===== config.mk =====
export PLATFORM = sky130hd
export DESIGN_NAME = rfr_queue
export DESIGN_NICKNAME = d
export VERILOG_FILES = /design/src/sv/rfr_pkg.sv /design/src/sv/rfr_queue.sv
export SDC_FILE = /design/constraint.sdc
export NUM_CORES = 1
export LEC_CHECK = 0
export BUFFER_PORTS_ARGS = -buffer_cell sky130_fd_sc_hd__buf_2
export CAP_MARGIN = 20
export CORE_ASPECT_RATIO = 0.9
export CORE_MARGIN = 4
export CORE_UTILIZATION = 56
export CTS_CLUSTER_DIAMETER = 100
export CTS_CLUSTER_SIZE = 16
export DETAILED_ROUTE_END_ITERATION = 16
export PLACE_DENSITY = 0.87
export SETUP_SLACK_MARGIN = 0.5
export SLEW_MARGIN = 40
export SYNTH_ARGS = -nofsm -noshare
export SYNTH_HDL_FRONTEND = slang
export SYNTH_SLANG_ARGS = --single-unit
export TNS_END_PERCENT = 5

===== constraint.sdc =====
create_clock -name clk -period 6.55 [get_ports clk]
set_input_delay 0.3275 -clock clk [delete_from_list [all_inputs] [get_ports clk]]
set_output_delay 0.3275 -clock clk [all_outputs]
set_load 0.02 [all_outputs]

===== src/sv/rfr_pkg.sv =====
`timescale 1ns / 1ps
// ----------------------------------------------------------------------------
// rfr_pkg: shared types and constants of the reads-from resolver
// Field widths, action and status codes, the classification flags that the
// front part hands to the back part, and default table dimensions.
// ----------------------------------------------------------------------------
package rfr_pkg;

    localparam int RFR_ADDR_COUNT  = 64;
    localparam int RFR_VALUE_COUNT = 256;
    localparam int QUEUE_DEPTH     = 2;

    localparam int ADDR_W   = 6;
    localparam int VALUE_W  = 8;
    localparam int ID_W     = 12;
    localparam int STATUS_W = 3;

    localparam logic ACT_RECORD  = 1'b0;
    localparam logic ACT_RESOLVE = 1'b1;

    typedef enum logic [STATUS_W-1:0] {
        ST_RECORDED  = 3'd0,
        ST_AMBIGUOUS = 3'd1,
        ST_RESOLVED  = 3'd2,
        ST_INITIAL   = 3'd3,
        ST_NO_STORE  = 3'd4
    } status_t;

    typedef struct packed {
        logic action;
        logic in_range;
        logic zero_value;
    } cls_t;

endpackage


===== src/sv/rfr_queue.sv =====
`timescale 1ns / 1ps
// ----------------------------------------------------------------------------
// rfr_queue: short queue between the front and back parts
// A small register FIFO so that each side can stall on its own.
// ----------------------------------------------------------------------------
module rfr_queue
    import rfr_pkg::*;
#(
    parameter int WIDTH = 32,
    parameter int DEPTH = QUEUE_DEPTH
) (
    input  logic             clk,
    input  logic             rst_n,
    input  logic             push,
    input  logic [WIDTH-1:0] push_data,
    output logic             full,
    input  logic             pop,
    output logic             not_empty,
    output logic [WIDTH-1:0] head
);

    localparam int PTR_W = (DEPTH > 1) ? $clog2(DEPTH) : 1;
    localparam int CNT_W = $clog2(DEPTH + 1);

    logic [WIDTH-1:0] slot_reg [DEPTH];
    logic [PTR_W-1:0] wr_ptr_reg;
    logic [PTR_W-1:0] wr_ptr_next;
    logic [PTR_W-1:0] rd_ptr_reg;
    logic [PTR_W-1:0] rd_ptr_next;
    logic [CNT_W-1:0] count_reg;
    logic [CNT_W-1:0] count_next;

    always_comb
    begin
        full      = (count_reg == CNT_W'(DEPTH));
        not_empty = (count_reg != '0);
        head      = slot_reg[rd_ptr_reg];

        wr_ptr_next = wr_ptr_reg;
        rd_ptr_next = rd_ptr_reg;
        count_next  = count_reg;
        if (push)
        begin
            wr_ptr_next = (wr_ptr_reg == PTR_W'(DEPTH - 1)) ? '0 : wr_ptr_reg + 1'b1;
        end
        if (pop)
        begin
            rd_ptr_next = (rd_ptr_reg == PTR_W'(DEPTH - 1)) ? '0 : rd_ptr_reg + 1'b1;
        end
        if (push && !pop)
        begin
            count_next = count_reg + 1'b1;
        end
        else if (pop && !push)
        begin
            count_next = count_reg - 1'b1;
        end
    end

    always_ff @(posedge clk or negedge rst_n)
    begin
        if (!rst_n)
        begin
            wr_ptr_reg <= '0;
            rd_ptr_reg <= '0;
            count_reg  <= '0;
        end
        else
        begin
            wr_ptr_reg <= wr_ptr_next;
            rd_ptr_reg <= rd_ptr_next;
            count_reg  <= count_next;
        end
    end

    always_ff @(posedge clk)
    begin
        if (push)
        begin
            slot_reg[wr_ptr_reg] <= push_data;
        end
    end

endmodule


After elaboration in Yosys (flattened, before gate mapping)
Memory sizes are Yosys's and may differ from the RTL's.
Index checks and enable logic that the tools add are counted.

cells by class
  add/sub/neg operators = 4
  multipliers = 0
  div/mod/pow operators = 0
  magnitude comparators = 0
  eq/ne operators = 1
  shift operators = 0
  multiplexer cells = 6
  bitwise logic cells = 0
  reductions and logical operators = 6

operator list
  cell                                              count
  2-to-1 mux 1 bit                                  4
  2-to-1 mux 2 bit                                  2
  nonzero test 2 bit                                2
  adder 1 bit, second input constant                2
  adder 2 x 1 -> 2 bit, second input constant       1
  equality test 2 bit, second input constant        1
  logical AND 1 bit                                 2
  zero test 1 bit                                   2
  subtractor 2 x 1 -> 2 bit, second input constant  1

storage, ports and cells
  bits in registers = 4
  bits in latches = 0
  RAM bits = 64
  bits in read-only memories = 0
  bits of input ports = 36
  output and inout port bits = 34
  logic and storage cells = 21
  memories = 1

memory list
  memory    depth  width  rd ports  clocked after memory_dff  write ports  line             RTL
  slot_reg  2      32     1         0                         1            rfr_queue.sv:25  logic [WIDTH-1:0] slot_reg [DEPTH];

Logic depth before layout (Yosys ltp)
Gate-level depths: netlist of the first run.

  depth after elaboration = 4
  mapped depth = 5
  mapped depth without buffers = 5

Worst setup path before layout of the first run
No wires, ideal clock.

  path kind = register to register
  start point = register wr_ptr_reg
  end point = memory slot_reg[0][0], enable pin
  setup time = 425 ps
  arrival = 1842 ps
  data required time = 6125 ps
  path slack = 4283 ps
  cell stages (with the launch flop) = 2
  buffers on the path = 0
  clock period less this slack = 2267 ps
  path through = dfrtp_1 nor2b_1

RTL lines
  item                    line             RTL
  from (decl)             rfr_queue.sv:26  logic [PTR_W-1:0] wr_ptr_reg;
  from (signal assigned)  rfr_queue.sv:70  wr_ptr_reg <= wr_ptr_next;
  to (decl)               rfr_queue.sv:25

Straight into the memory's write port.

Final worst setup path of the first run
  start point = register rd_ptr_reg
  end point = output head[11]

between the ends
  cells in the longest elaborated chain, start to end = 1

ends and longest elaborated chain
  item                    line             RTL
  from (decl)             rfr_queue.sv:28  logic [PTR_W-1:0] rd_ptr_reg;
  from (signal assigned)  rfr_queue.sv:71  rd_ptr_reg <= rd_ptr_next;
  memory (2 x 32 bit)     n/a
  to (decl)               rfr_queue.sv:19  output logic [WIDTH-1:0] head

No other way between the ends.

==> implementation parameters, run 1 <==
Parameter                              Value

Status
  Outcome    complete, no violations

Clock tree
  Clock tree from TritonCTS    done
  Later-pin clock latency in the skew report    0.32 ns
  H-tree depth    3
  Number of sinks handled by clock tree synthesis    68
  Maximum clock insertion buffer count    2
  Clock edge transition at the registers on the reported setup and hold paths    0.07 ns
  Total clock buffers created by CTS    9
  Count of cells resized by post-cts repair    0
  Setup repair bufs after CTS    0
  Root buffer cell    sky130_fd_sc_hd__clkbuf_8

Synthesis
  Number of standard cells after synthesis    116
  Cells taking the most area after synthesis    sky130_fd_sc_hd__edfxtp_1 72%, sky130_fd_sc_hd__mux2_4 16%, sky130_fd_sc_hd__dfrtp_1 3.8%, sky130_fd_sc_hd__buf_12 2.3%, sky130_fd_sc_hd__xor2_1 1.3%
  Synth warnings    0
  Synthesized cell area    2650 um^2
  Count of cell types in the netlist    14
  Net count after synthesis    153
  Post-synthesis cell type with the largest combined area    sky130_fd_sc_hd__edfxtp_1
  Post-synthesis sequential element count    68
  Average footprint of a synthesized cell    22.9 um^2
  Sequential element share of the synthesized area    0.763
  Share of the synthesized area in the top cell type    0.725

Cells and area
  Non-Filler Instances    262
  Proportion of layout cells with a drive suffix above 1    0.585
  Layout overhead on the synthesized area    21.1%
  Antenna diodes    0
  Filler cell count    303
  Design area    3210 um^2
  Storage cell area    2030 um^2
  Final design utilization    0.711
  Area occupied by multi-input gates    562 um^2
  Most used cells in the layout excluding fill and tap cells    69 x sky130_fd_sc_hd__buf_2, 64 x sky130_fd_sc_hd__edfxtp_1, 29 x sky130_fd_sc_hd__mux2_4
  Largest register FFs    64
  Net count, final    232
  Most common cell after layout, fill and taps aside    sky130_fd_sc_hd__buf_2

Pwr
  Power Density    433 nW/um^2
  Total power after layout    1.39 mW
  Static leakage    1.32 nW
  Worst supply voltage drop on vdd    0.000276 V

GRT
  Vias in the first global route    1394
  Total grt overflow    0
  Number of antenna violations at the first check in global routing    0
  Pin count of the biggest net entering global routing    34
  All-layer global routing usage    0.157
  First-pass GRT wire length    6.64 mm

Die
  Floorplan core area    4520 um^2
  Die width    80.5 um
  Ports placed on the boundary    70
  Initial Util    0.587
  Die span in y    73.3 um
  Standard-cell row count    23
  Die Outline Area    5900 um^2

Critical path
  Slowest library cell on the worst path    sky130_fd_sc_hd__dfrtp_4
  Worst path required time    6.22 ns
  Worst Setup Start Kind    flip-flop
  Critical path peak fanout    33
  Critical path buffers and inverters    1
  Kind of critical path    reg2out
  Crit path arrival time    1.70 ns
  Largest delay share family, worst path    flip-flops
  Sequence of cells on the critical path    mux2_2, buf_2
  Worst path max stage delay    0.82 ns
  Critical path capture point type    output pin

Place
  Final HPWL from detailed placement    3.01 mm
  RD Place Congestion    0.684
  PortBufs    69
  Placed inst area    3050 um^2
  Instance count after placement with tap cells included    245

Timing
  Crit share post-route    0.310
  Final hold violations    0
  Setup repair after global routing missed its margin    no
  Total Neg Setup Slack    0 ns
  Clock period minus final worst setup slack    2.03 ns
  Slew @ Worst Pin    0.695 ns
  Worst setup skew after layout    0.00439 ns
  Final setup viols    0
  Worst max-slew margin expressed relative to the limit    0.537
  Count of pins over their slew limit    0
  FMAX    0.493 GHz

Routing
  Post-route DRC violation count    0
  Post-detailed-route via-to-cell ratio    4.91
  Residual antenna-violating net count after detailed routing    0
  Count of TritonRoute iterations in the first routing pass    3
  Number of vias after detailed routing    1287
  Wire length after detailed routing    4.25 mm
  Routed length per instance    16.2 um
  Detailed router's first-iteration violation count    69

Worst hold path
  Worst Hold Class    in2reg

Job
  Count of maximum capacitance violations    0
## worst register-to-register path, stage by stage, from the launching register on
cell and delay (ns):
sky130_fd_sc_hd__dfrtp_1 0.42, sky130_fd_sc_hd__and2_1 0.61, sky130_fd_sc_hd__buf_4 0.39
## cell usage after synthesis, drive strengths merged
| cell | instances |
|---|---|
| edfxtp | 64 |
| mux2 | 32 |
| buf | 4 |
| dfrtp | 4 |
| xor2 | 4 |
| nor2b | 2 |
| and2 | 1 |
| ha | 1 |
| inv | 1 |
| nor2 | 1 |
| or2 | 1 |
| xnor2 | 1 |
## routing by layer
layer  track usage  vias up  wire length (um)
met3        0.0784        2               376
met4        0.0450        0                17
li1              -      603                 -
met2         0.256       50              2120
met1         0.184      632              1740
met5             0        -                 0
## area by class of cell
| class | count | area share |
|---|---|---|
| inverters | 1 | 0.00117 |
| repair buffers | 72 | 0.122 |
| flip-flops and latches | 68 | 0.631 |
| well taps | 62 | 0.0242 |
| multi-input cells | 43 | 0.175 |
| clock buffers | 13 | 0.0432 |
| clock inverters | 3 | 0.00429 |
## final timing paths
| kind | startpoint | slack (ns) | cells past startpoint | end |
|---|---|---|---|---|
| max | rd_ptr_reg$_DFFE_PN0P_ | 4.52 | 2 | head[11] |
| min | push_data[22] | 0.19 | 1 | slot_reg[1][22]$_DFFE_PP_ |
| max reg2reg | wr_ptr_reg$_DFFE_PN0P_ | 4.80 | 2 | slot_reg[1][18]$_DFFE_PP_ |
| min reg2reg | count_reg[1]$_DFFE_PN0P_ | 0.50 | 1 | count_reg[1]$_DFFE_PN0P_ |
| max in group asynchronous | rst_n | 6.08 | 2 | rd_ptr_reg$_DFFE_PN0P_ |
| min in group asynchronous | rst_n | 0.33 | 2 | count_reg[1]$_DFFE_PN0P_ |
## stage by stage
stage	hold slack [ns]	worst slack (ns)
finish	0.189	4.52
global route	0.164	4.44
CTS	0.175	4.49
detailed placement	0.139	4.77
global placement	0.132	4.65
floorplan	0.0319	4.28
## logic make-up (layout without fill, tap and decap cells)
group | after synthesis | in the layout | share of synthesized area
xor gates and xnor gates | 5 | 5 | 0.0165
adders and majority gates | 1 | 1 | 0.00472
buffers and inverters | 5 | 89 | 0.0283
DFF | 68 | 68 | 0.763
muxes | 32 | 32 | 0.177
and+or+nand+nor | 5 | 5 | 0.0109
## power by group
| part | switching, mW | internal, mW |
|---|---|---|
| combinational | 0.226 | 0.229 |
| clock | 0.136 | 0.135 |
| sequential | 0.0826 | 0.581 |
| total | 0.445 | 0.946 |
## repair_timing
item / CTS / global route
hold buffers: 1 / 0
endpoints found under the hold margin: 4 / 0
endpoints found under the setup margin: 0 / 0
Power figures use the tool's default switching activity.
==> inputs of run 2 (changes only) <==
--- a/config.mk
+++ b/config.mk
@@ -9,11 +9,11 @@
 export CAP_MARGIN = 20
 export CORE_ASPECT_RATIO = 0.9
 export CORE_MARGIN = 4
-export CORE_UTILIZATION = 56
+export CORE_UTILIZATION = 52
 export CTS_CLUSTER_DIAMETER = 100
 export CTS_CLUSTER_SIZE = 16
 export DETAILED_ROUTE_END_ITERATION = 16
-export PLACE_DENSITY = 0.87
+export PLACE_DENSITY = 0.82
 export SETUP_SLACK_MARGIN = 0.5
 export SLEW_MARGIN = 40
 export SYNTH_ARGS = -nofsm -noshare
==> constraint.sdc (replaced) <==
create_clock -name clk -period 2.11 [get_ports clk]
set_input_delay 0.1055 -clock clk [delete_from_list [all_inputs] [get_ports clk]]
set_output_delay 0.1055 -clock clk [all_outputs]
set_load 0.02 [all_outputs]
==> run 2 against run 1 <==
Cell count grew 15%. Sequential share of layout area is 6.6 points lower. Flip-flop and latch count unchanged. Sequential power grew to 2.9 times the previous value. Via count grew 12%. Worst hold slack lost 0.17 ns. First-iteration DRC count grew 13%. Clock-buffer cell count stayed put. Clock skew up 0.0011 ns. Critical path type unchanged. Largest power group unchanged.
==> implementation parameters, run 2 (synthesis results as in run 1) <==
Parameter                              Value

Worst hold path
  Worst Hold Depth    2 (+1)
  Worst hold start    push
  Worst Hold Class    in2reg
  Sink of the worst hold path    wr_ptr_reg$_DFFE_PN0P_

GRT
  All-layer global routing usage    0.158 (+0.00113)
  Number of antenna violations at the first check in global routing    0 (unchanged)
  Pin count of the biggest net entering global routing    20 (-41%)
  Total grt overflow    0 (unchanged)
  Vias in the first global route    1461 (+4.8%)
  First-pass GRT wire length    7.23 mm (+8.9%)

Place
  Final HPWL from detailed placement    3.10 mm (+3.0%)
  PortBufs    69 (unchanged)
  RD Place Congestion    0.720 (+5.2%)

Timing
  Crit share post-route    0.752
  Final hold violations    0 (unchanged)
  Clock period minus final worst setup slack    1.59 ns
  Total Neg Setup Slack    0 ns (unchanged)
  Count of pins over their slew limit    0 (unchanged)
  Worst max-slew margin expressed relative to the limit    0.681 (+0.144)
  Setup repair after global routing missed its margin    yes
  Worst setup skew after layout    0.00544 ns (+0.00105 ns)
  Final setup viols    0 (unchanged)
  Slew @ Worst Pin    0.478 ns (-0.217 ns)
  FMAX    0.630 GHz

Cells and area
  Proportion of layout cells with a drive suffix above 1    0.513 (-0.0723)
  Most common cell after layout, fill and taps aside    sky130_fd_sc_hd__buf_2
  Antenna diodes    0 (unchanged)
  Layout overhead on the synthesized area    35.3%
  Most used cells in the layout excluding fill and tap cells    69 x sky130_fd_sc_hd__buf_2, 64 x sky130_fd_sc_hd__edfxtp_1, 34 x sky130_fd_sc_hd__dlygate4sd3_1
  Largest register FFs    64 (unchanged)
  Net count, final    268 (+16%)
  Final design utilization    0.733 (+0.0220)

Status
  Outcome    complete, no violations

Critical path
  Worst path max stage delay    0.50 ns (-0.32 ns)
  Crit path arrival time    1.48 ns (-0.22 ns)
  Worst Setup Start Kind    flip-flop
  Slack of the worst reg-to-reg path    0.73 ns (-4.07 ns)
  Worst reg2reg startpoint    wr_ptr_reg$_DFFE_PN0P_
  Critical path peak fanout    19 (-42%)
  FF-to-FF End    slot_reg[0][27]$_DFFE_PP_
  Worst path required time    2.00 ns (-4.22 ns)
  Depth of the most critical reg-to-reg path    2 (unchanged)
  Kind of critical path    reg2out
  Sequence of cells on the critical path    buf_12, mux2_4, buf_2
  Critical path capture point type    output pin
  Slowest library cell on the worst path    sky130_fd_sc_hd__dfrtp_4

Die
  Initial Util    0.542 (-0.0452)
  Die Outline Area    6310 um^2 (+6.9%)
  Die width    83.3 um (+3.4%)
  Ports placed on the boundary    70 (unchanged)
  Die span in y    75.7 um (+3.4%)
  Standard-cell row count    24 (+4.3%)
  Floorplan core area    4890 um^2 (+8.3%)

Routing
  Detailed router's first-iteration violation count    78 (+13%)
  Wire length after detailed routing    4.66 mm (+9.7%)
  Post-detailed-route via-to-cell ratio    4.79 (-2.4%)
  Count of TritonRoute iterations in the first routing pass    4 (+1)
  Routed length per instance    15.5 um (-4.5%)
  Post-route DRC violation count    0 (unchanged)
  Number of vias after detailed routing    1443 (+12%)
  Residual antenna-violating net count after detailed routing    0 (unchanged)

Pwr
  Static leakage    1.48 nW (+12%)
  Total power after layout    4.47 mW (+220%)
  Worst supply voltage drop on vdd    0.000854 V (+210%)
  Power Density    1250 nW/um^2 (+190%)

Clock tree
  Maximum clock insertion buffer count    2 (unchanged)
  Number of sinks handled by clock tree synthesis    68 (unchanged)
  Clock tree from TritonCTS    done
  Root buffer cell    sky130_fd_sc_hd__clkbuf_8
  Later-pin clock latency in the skew report    0.33 ns (about the same)
  Clock edge transition at the registers on the reported setup and hold paths    0.07 ns (about the same)
  Total clock buffers created by CTS    9 (unchanged)
  H-tree depth    3 (unchanged)

Job
  Count of maximum capacitance violations    0 (unchanged)
-- run 2: layout make-up --
type                            count  area [um^2]
Multi-Input combinational cell     43          562
Inverter                            1         3.75
Clock inverter                      3         15.0
Tap cell                           65         81.3
Clock buffer                       13          139
Sequential cell                    68         2030
Fill cell                         291         1310
Timing Repair Buffer              108          761
-- run 2: repair_timing --
item                                    CTS  global route
endpoints found under the hold margin    69             0
hold buffers                             34             0
endpoints found under the setup margin   32            26
gates cloned                              0             0
setup buffers                             1             0
gates resized for setup                   1             3
-- run 2: metal layers --
| metal | track usage | vias to the layer above | routed length [um] |
|---|---|---|---|
| li1 | - | 677 | - |
| met1 | 0.177 | 696 | 1870 |
| met2 | 0.267 | 60 | 2320 |
| met3 | 0.0519 | 10 | 361 |
| met4 | 0.103 | 0 | 116 |
| met5 | 0 | - | 0 |
-- run 2: through the flow --
stage	hold WS [ns]	cell area, um^2	instances	setup slack (ns)
6_report	0.0227	3590	301	0.523
2_1_floorplan	-0.190	2660	116	0.497
5_1_grt	0.0175	3590	301	0.474
4_1_cts	0.00329	3570	301	0.450
3_3_place_gp	-0.0823	3070	250	0.609
3_5_place_dp	-0.0786	3070	250	0.569
-- run 2: how the worst max path moves through the flow --
stage | endpoint | slack, ns | from | depth (start not counted)
final | head[1] | 0.52 | rd_ptr_reg$_DFFE_PN0P_ | 3
after global routing | head[1] | 0.47 | rd_ptr_reg$_DFFE_PN0P_ | 3
after CTS | head[10] | 0.45 | rd_ptr_reg$_DFFE_PN0P_ | 3
after detailed placement | head[11] | 0.57 | rd_ptr_reg$_DFFE_PN0P_ | 3
after global placement | head[11] | 0.61 | rd_ptr_reg$_DFFE_PN0P_ | 3
after floorplan | slot_reg[1][0]$_DFFE_PP_ | 0.50 | wr_ptr_reg$_DFFE_PN0P_ | 1
-- run 2: worst max-delay path: cells and delay by family, from the launching register on --
kind / cells / cell delay, ns
muxes: 1 / 0.30
DFF: 1 / 0.50
buffers and inverters: 2 / 0.34
-- run 2: power by group --
part           switching, mW  internal, mW
logic                  0.885         0.820
registers              0.106          1.80
clock network          0.437         0.422
==> inputs of run 3 (changes only) <==
==> constraint.sdc (replaced) <==
create_clock -name clk -period 1.6 [get_ports clk]
set_input_delay 0.08 -clock clk [delete_from_list [all_inputs] [get_ports clk]]
set_output_delay 0.08 -clock clk [all_outputs]
set_load 0.02 [all_outputs]
==> run 3 against run 2 <==
First-iteration DRC count fell by 47%. Worst hold slack improved by 0.069 ns. Register-to-register slack got worse by 0.32 ns. Sequential power rose by 32%. Critical path depth did not move. Via count rose by 0.42%. Power rose by 32%. Cell count rose by 0.66%. Clock-buffer cell count rose by 3. Clock power rose by 35%. Flip-flop and latch count did not move. Critical path type unchanged. Critical endpoint is now head[2].
==> implementation parameters, run 3 (synthesis results as in run 1) <==
Parameter                              Value

Clock tree
  Maximum clock insertion buffer count    2 (unchanged)
  Root buffer cell    sky130_fd_sc_hd__clkbuf_8
  Setup repair bufs after CTS    0 (-1)
  Clock tree from TritonCTS    done
  Later-pin clock latency in the skew report    0.33 ns (about the same)
  Clock edge transition at the registers on the reported setup and hold paths    0.06 ns (about the same)
  Number of sinks handled by clock tree synthesis    68 (unchanged)
  Total clock buffers created by CTS    9 (unchanged)
  H-tree depth    3 (unchanged)

Routing
  Count of TritonRoute iterations in the first routing pass    4 (unchanged)
  Detailed router's first-iteration violation count    41 (-47%)
  Post-route DRC violation count    0 (unchanged)
  Number of vias after detailed routing    1449 (+0.42%)
  Residual antenna-violating net count after detailed routing    0 (unchanged)
  Wire length after detailed routing    4.91 mm (+5.4%)
  Post-detailed-route via-to-cell ratio    4.78 (-0.25%)
  Routed length per instance    16.2 um (+4.7%)

Critical path
  Critical path capture point type    output pin
  Worst Setup Start Kind    flip-flop
  Crit path arrival time    1.43 ns (-0.05 ns)
  Critical path peak fanout    20 (+1)
  Kind of critical path    reg2out
  Launch point of the critical path    rd_ptr_reg$_DFFE_PN0P_
  Worst path required time    1.52 ns (-0.48 ns)
  Slowest library cell on the worst path    sky130_fd_sc_hd__dfrtp_2
  Sequence of cells on the critical path    buf_12, mux2_4, buf_2
  Worst reg2reg startpoint    wr_ptr_reg$_DFFE_PN0P_
  Worst path max stage delay    0.40 ns (-0.10 ns)

Pwr
  Total power after layout    5.92 mW (+32%)
  Worst supply voltage drop on vdd    0.00111 V (+30%)
  Switching power of the nets    1.87 mW (+31%)
  Part of the total power dissipated in sequential elements    0.427 (about the same)
  Static leakage    1.48 nW (+0.14%)
  Part of the power in the clock network    0.196 (+0.004)
  Internal portion of total power    4.05 mW (+33%)
  Switching share of power    0.316 (-0.00317)
  Combinational Power Share    0.377 (-0.004)
  Power Density    1650 nW/um^2 (+32%)

Timing
  Setup repair after global routing missed its margin    yes
  Total Neg Setup Slack    0 ns (unchanged)
  Clock period minus final worst setup slack    1.51 ns
  Final setup viols    0 (unchanged)
  Slew @ Worst Pin    0.260 ns (-0.218 ns)
  Count of pins over their slew limit    0 (unchanged)
  Crit share post-route    0.947
  FMAX    0.660 GHz
  Worst max-slew margin expressed relative to the limit    0.827 (+0.146)
  Worst setup skew after layout    0.00764 ns (+0.00220 ns)
  Final hold violations    0 (unchanged)

Die
  Floorplan core area    4890 um^2 (unchanged)
  Ports placed on the boundary    70 (unchanged)
  Standard-cell row count    24 (unchanged)
  Initial Util    0.542 (unchanged)
  Die Outline Area    6310 um^2 (unchanged)
  Die width    83.3 um (unchanged)
  Die span in y    75.7 um (unchanged)

Cells and area
  Storage cell area    2020 um^2 (-0.12%)
  Layout overhead on the synthesized area    35.5%
  Proportion of layout cells with a drive suffix above 1    0.508 (-0.00431)
  Largest register FFs    64 (unchanged)
  Antenna diodes    0 (unchanged)
  Filler cell count    302 (+3.8%)
  Most used cells in the layout excluding fill and tap cells    69 x sky130_fd_sc_hd__buf_2, 64 x sky130_fd_sc_hd__edfxtp_1, 35 x sky130_fd_sc_hd__dlygate4sd3_1
  Net count, final    270 (+0.75%)
  Area occupied by multi-input gates    563 um^2 (+0.22%)
  Design area    3590 um^2 (+0.14%)
  Most common cell after layout, fill and taps aside    sky130_fd_sc_hd__buf_2
  Final design utilization    0.734 (+0.00102)

Status
  Outcome    complete, no violations

Job
  Count of maximum capacitance violations    0 (unchanged)

GRT
  Number of antenna violations at the first check in global routing    0 (unchanged)
  All-layer global routing usage    0.167 (+0.00861)
  Total grt overflow    0 (unchanged)
  Pin count of the biggest net entering global routing    21 (+5.0%)
  Vias in the first global route    1601 (+9.6%)
  First-pass GRT wire length    7.58 mm (+4.8%)

Place
  RD Place Congestion    0.709 (-1.6%)
  PortBufs    69 (unchanged)
  Placed inst area    3070 um^2 (+0.12%)
  Final HPWL from detailed placement    3.09 mm (-0.26%)

Worst hold path
  Worst Hold Class    in2async
[run 3: changes by cell type in the layout (fill, tap and decap cells not counted), sizes merged]
cell         delta
clkbuf          +3
dlygate4sd3     +1
buf             +1
clkinv          -3
[run 3: worst paths after layout]
check | slack, ns | to | depth (start not counted)
setup reg to reg | 0.41 | slot_reg[1][4]$_DFFE_PP_ | 2
hold / removal | 0.09 | count_reg[1]$_DFFE_PN0P_ | 2
hold reg to reg | 0.49 | count_reg[1]$_DFFE_PN0P_ | 1
min in group clk | 0.17 | count_reg[0]$_DFFE_PN0P_ | 3
setup / recovery | 0.09 | head[2] | 3
max in group asynchronous | 1.37 | rd_ptr_reg$_DFFE_PN0P_ | 2
[run 3: power groups by stage]
| stage | clock (mW) | combinational, mW | sequential [mW] |
|---|---|---|---|
| floorplan | 0 | 1.72 | 2.50 |
| global placement | 0 | 2.11 | 2.52 |
| detailed placement | 0 | 2.15 | 2.56 |
| CTS | 1.18 | 2.25 | 2.53 |
| global route | 1.26 | 2.36 | 2.56 |
| finish | 1.16 | 2.23 | 2.53 |
[run 3: through the flow]
| stage | hold slack [ns] | worst slack, ns | std cells |
|---|---|---|---|
| after floorplan | -0.216 | 0.278 | 116 |
| after global placement | -0.114 | 0.400 | 252 |
| after detailed placement | -0.109 | 0.373 | 252 |
| after CTS | 0.0719 | 0.0800 | 303 |
| after global routing | 0.0962 | 0.0356 | 303 |
| final | 0.0918 | 0.0856 | 303 |
[run 3: layer usage]
metal	up-vias	track usage	wire, um
li1	684	-	-
met1	700	0.161	1780
met2	55	0.318	2730
met3	10	0.0659	329
met4	0	0.0817	78
met5	-	0	0
[run 3: critical path, delay by kind of cell, from the launching register on]
kind | cells | cell delay [ns]
flops | 1 | 0.40
mux | 1 | 0.33
buf+inv | 2 | 0.38
[run 3: area by class of cell]
| cell class | count | share of cell area |
|---|---|---|
| multi-input cells | 43 | 0.157 |
| flip-flops and latches | 68 | 0.563 |
| well taps | 65 | 0.0226 |
| clock buffers | 16 | 0.0446 |
| repair buffers | 110 | 0.212 |
| inverters | 1 | 0.00104 |
[run 3: repair_timing]
action	4_1_cts	5_1_grt
resized for setup	2	0
endpoints found under the hold margin	70	0
endpoints found under the setup margin	85	98
hold buffers	35	0
